**src/psbc_ram.sv**
```systemverilog
`default_nettype none

module psbc_ram #(
    parameter int WIDTH = 64,
    parameter int DEPTH = 64
) (
    input  logic                     clk,
    input  logic                     we,
    input  logic [$clog2(DEPTH)-1:0] addr,
    input  logic [WIDTH-1:0]         wdata,
    output logic [WIDTH-1:0]         rdata
);

    logic [WIDTH-1:0] mem [DEPTH];

    // Single port, registered read.
    always_ff @(posedge clk)
    begin
        if (we)
        begin
            mem[addr] <= wdata;
        end
        rdata <= mem[addr];
    end

endmodule

`default_nettype wire

```
**config.mk**
```make
export PLATFORM = sky130hd
export DESIGN_NAME = psbc_ram
export DESIGN_NICKNAME = d
export VERILOG_FILES = /design/src/psbc_ram.sv
export SDC_FILE = /design/constraint.sdc
export NUM_CORES = 2
export LEC_CHECK = 0
export BUFFER_PORTS_ARGS = -buffer_cell sky130_fd_sc_hd__buf_2
export CAP_MARGIN = 20
export CELL_PAD_IN_SITES_DETAIL_PLACEMENT = 0
export CELL_PAD_IN_SITES_GLOBAL_PLACEMENT = 1
export CORE_MARGIN = 5
export CORE_UTILIZATION = 49
export CTS_BUF_LIST = sky130_fd_sc_hd__clkbuf_4 sky130_fd_sc_hd__clkbuf_8 sky130_fd_sc_hd__clkbuf_16
export CTS_CLUSTER_DIAMETER = 100
export DETAILED_ROUTE_END_ITERATION = 16
export PLACE_DENSITY_LB_ADDON = 0.1
export SYNTH_ARGS = -nofsm -noshare
export SYNTH_HDL_FRONTEND = slang
export SYNTH_SLANG_ARGS = --single-unit
```
**constraint.sdc**
```tcl
create_clock -name clk -period 4.84 [get_ports clk]
set_input_delay 0.484 -clock clk [delete_from_list [all_inputs] [get_ports clk]]
set_output_delay 0.484 -clock clk [all_outputs]
set_load 0.01 [all_outputs]
```
Yosys cells after proc, flatten, opt, wreduce, memory -nomap -nowiden
Memories as Yosys holds them, arrays and structs flattened. A register that Yosys moved wholly into a read port is not among the register bits.
Cells that the tools add are included.
{"block": "totals", "output_inout_bits": 64, "latch_bits": 0, "rom_bits": 0, "mem_count": 1, "ram_bits": 4096, "reg_bits": 0}
{"block": "classes", "n_shift": 0, "bitwise_logic": 0, "reduce_logical": 0, "eq_ne": 0, "n_lt_le_gt_ge": 0, "mul": 0, "n_div": 0, "n_mux": 2, "add_sub_neg": 0}
{"memory": "mem", "depth": 64, "word_bits": 64, "rd": 1, "rd_clocked_by_memory_dff": 1, "write_ports": 1, "line_no": "14", "rtl": "logic [WIDTH-1:0] mem [DEPTH];"}
{"op": "2-to-1 mux 1 bit", "count": 2}

Depth between registers and ports, before layout
{"block": "logic_depth", "depth_word": 2, "depth_mapped": 11, "ltp_nobuf": 6}

Least setup slack after synthesis
Ideal clock, no wire load.
{"block": "synth_path", "path_type": "input to register", "startpoint": "input addr[2]", "endpoint": "memory mem[15][0], enable pin", "path_slack_ns": -0.147, "stages": 9, "path_buffers": 7, "t_arrival_ns": 4.500, "setup_ns": 0.487, "cell_sequence": "buf_4 buf_6 buf_4 buf_4 buf_4 buf_4 buf_2 nand3_1 nor2_1"}
{"item": "from (decl)", "line_no": "9", "rtl": "input logic [$clog2(DEPTH)-1:0] addr,"}
{"item": "to (decl)", "line_no": "14"}
Straight into the memory's write port.

==> reports/metrics.yaml <==
cp_slowest_stage_delay_ps: 740
core_sq_um: 315000
htree_num_levels: 5
timing.fmax_mhz: 341
dieArea_sq_um: 329000
routed_via_density: 6.78
post-route-drc-count: 0
crit_fanout: 53
initial_core_util_pct: 49.3
path_clk_slew_ps: 60
cp.required_ps: 5640
grt-ovfl-total: 0
area_delta_synth_final_pct: 14.8
fin_area_sq_um: 179000
post_cts_buffers: 0
synth-xor-area-share_pct: 0
cts_tree: "built"
cellLeakagePower_nw: 56.3
final_util_pct: 56.6
ant_nets: 0
cts_inserted_buffers: 425
synth_edf_count: 4096
cts.sinks: 4160
postSynthCellCount: 8619
routed_wl_um: 515000
powerDensity_nw_per_um2: 433
r2r_slack_ps: 2600
die_w_um: 573
clk_latency_ps: 970
whs_ps: 24.9
grt_max_degree: 140
place.gp.congestion: 0.805
crit_slowest_cell: "nand2_1"
dr.pass1.iters: 8
antenna_found_initial: 44
rsz0062_at_grt: "false"
crit_type: "in -> reg"
fin_skew_ps: 44.1
setup_viol: 0
crit_family: "simple AND/OR/NAND/NOR gates"
cts-root-buf: "clkbuf_16"
fin_cells: 13500
max_slew.worst_pin.slew_ps: 1180
num_rows: 206
die_h_um: 573
seq_area_frac_synth_pct: 79.9
cp-start-kind: "input pin"
hp-class: "in -> reg"
r2r_cells: 7
port_buffers: 135
holdPathEnd: "mem[28][28]"
grt_pass1_wl_um: 709000
final.setup.tns_ps: 0
n_fill_cell: 24200
cts_hold_buf: 0
rr_endpoint: "rdata[20]"
mappedNetlistArea_sq_um: 155000
grt_pass1_vias: 88500
slew_viol_final: 0
synth-simple-area-share_pct: 2.28
cp.arrival_ps: 3740
synth-compound-area-share_pct: 11.3
hold_viol: 0
min_period_ps: 2930
run_status: "completed"
syn_area_per_cell_sq_um: 18.0
peakVddDrop_v: 0.000330
drt_iter0_drc: 11700
num_vias: 91500
synthMuxAreaShare_pct: 4.56
synth_nets: 8691
hpwlAfterDp_um: 269000
nNetsFinal: 9040
synth_top_family_by_area: "compound AO/OA/AOI/OAI gates"
cp.buffers_inverters: 3
layout-drive-gt1-share_pct: 17.4
wl_per_cell_um: 38.2
ys_types: 57
min_from: "wdata[28]"
pin_count: 136
cp_num_cells: 8
relSlewSlack_pct: 21.6
crit_path_cell_trace: "buf_8, inv_8, nand2_1, buf_12, o22ai_1, nor4_1, o2111ai_1, nand3b_1"
dp_cells: 12600
cap_violations: 0
cts_buffer_depth: 4
yosysWarnings: 0
ys.flop_type: "edfxtp_1"
synthAdderAreaFrac_pct: 0
crit_path_end_kind: "flop"
async_reset_ff_share_pct: 0
cts_resized: 0
period_share_pct: 60.6
place_area_sq_um: 163000
r2r-start: "mem[57][20]"
grt.total_usage_pct: 30.5
ys_seq_elements: 4160
min_delay_path_depth: 1
==> cell usage in the layout (no fill, tap or decap), drive strengths merged, types with 33 or more instances in the layout <==
| cell type | n |
|---|---|
| edfxtp | 4096 |
| a22oi | 684 |
| a221oi | 637 |
| buf | 550 |
| clkbuf | 530 |
| o22ai | 506 |
| mux2i | 337 |
| nand2 | 311 |
| nor2 | 304 |
| a21oi | 210 |
| mux2 | 204 |
| clkinv | 176 |
| o21ai | 140 |
| dfxtp | 64 |
| mux4 | 63 |
| nor4 | 58 |
| bufinv | 47 |
| nand4 | 36 |
| a211oi | 33 |
==> layout make-up <==
cell class / count / area (sq um) / share of cell area (%)
inverter: 3 / 31.3 / 0.0175
tap: 4160 / 5200 / 2.92
sequential: 4160 / 124000 / 69.6
clock buffer: 530 / 11600 / 6.49
clock inverter: 255 / 2670 / 1.49
timing repair buffer: 577 / 5820 / 3.26
antenna: 14 / 35.0 / 0.0196
multi-input combinational: 3801 / 28900 / 16.2
==> logic make-up (layout without fill, tap and decap cells) <==
group                  after synthesis  in the layout
muxes                              604            604
other                                0             14
AOI/OAI and AO/OA                 2389           2389
and+or+nand+nor                    808            808
buffers and inverters              658           1365
DFF                               4160           4160
==> worst reg2reg max path, stage by stage, from the launching register on <==
cell      delay (ps)
edfxtp_1         370
mux2i_1          170
o22ai_1          110
a221o_1          300
a221oi_1         300
buf_4            180
o2111a_1         350
nand4_1          260
==> worst max path at each step <==
stage,slack (ps),start,to
3_3_place_gp,980,addr[2],rdata[15]
6_report,1910,addr[2],rdata[35]
4_1_cts,1980,addr[2],rdata[15]
2_1_floorplan,-150,addr[2],mem[15][0]
5_1_grt,1880,addr[2],rdata[15]
3_5_place_dp,990,addr[2],rdata[15]
==> stage by stage <==
step | total power, mW | setup WS [ps]
2_1_floorplan | 42.6 | -147
3_3_place_gp | 44.7 | 975
3_5_place_dp | 44.7 | 995
4_1_cts | 77.7 | 1980
5_1_grt | 79.4 | 1880
6_report | 77.4 | 1910
==> where the power goes <==
group	total [mW]	leakage, nW	internal, mW	switching (mW)
sequential	40.1	37.4	39.9	0.198
combinational	3.96	11.8	1.15	2.81
clock	33.3	7.10	19.5	13.8
total	77.4	56.3	60.5	16.8
==> per-layer routing <==
metal  GRT usage (%)  share of wire [%]  vias up
li1                -                  -    36900
met1            41.5                 39    48300
met2            49.4                 48     5214
met3            6.11                9.8     1044
met4            10.6                4.1       10
met5               0              0.013        -
==> state kept, by name, indices dropped and copies added, names as in the netlist <==
name   flops
mem     4096
rdata     64
==> cells in the mapped netlist (24+ instances only) <==
library cell | n | area [sq um]
a221o_1 | 30 | 300
edfxtp_1 | 4096 | 123000
a222oi_1 | 28 | 280
o2111a_1 | 30 | 338
mux2_2 | 203 | 2290
mux2i_1 | 337 | 3370
nor2_1 | 301 | 1130
a311oi_1 | 27 | 236
dfxtp_1 | 64 | 1280
o21ai_0 | 139 | 696
a21oi_1 | 210 | 1050
nor3_1 | 24 | 120
nand3b_1 | 30 | 225
buf_1 | 91 | 342
clkbuf_1 | 280 | 1050
buf_2 | 253 | 1270
o2111ai_1 | 27 | 236
a211oi_1 | 33 | 248
nand4_1 | 36 | 225
nor4_1 | 58 | 363
a22oi_1 | 684 | 5130
a221oi_1 | 636 | 5570
nand2_1 | 311 | 1170
mux4_2 | 63 | 1420
o22ai_1 | 506 | 3170
(Power assumes the default switching activity.)
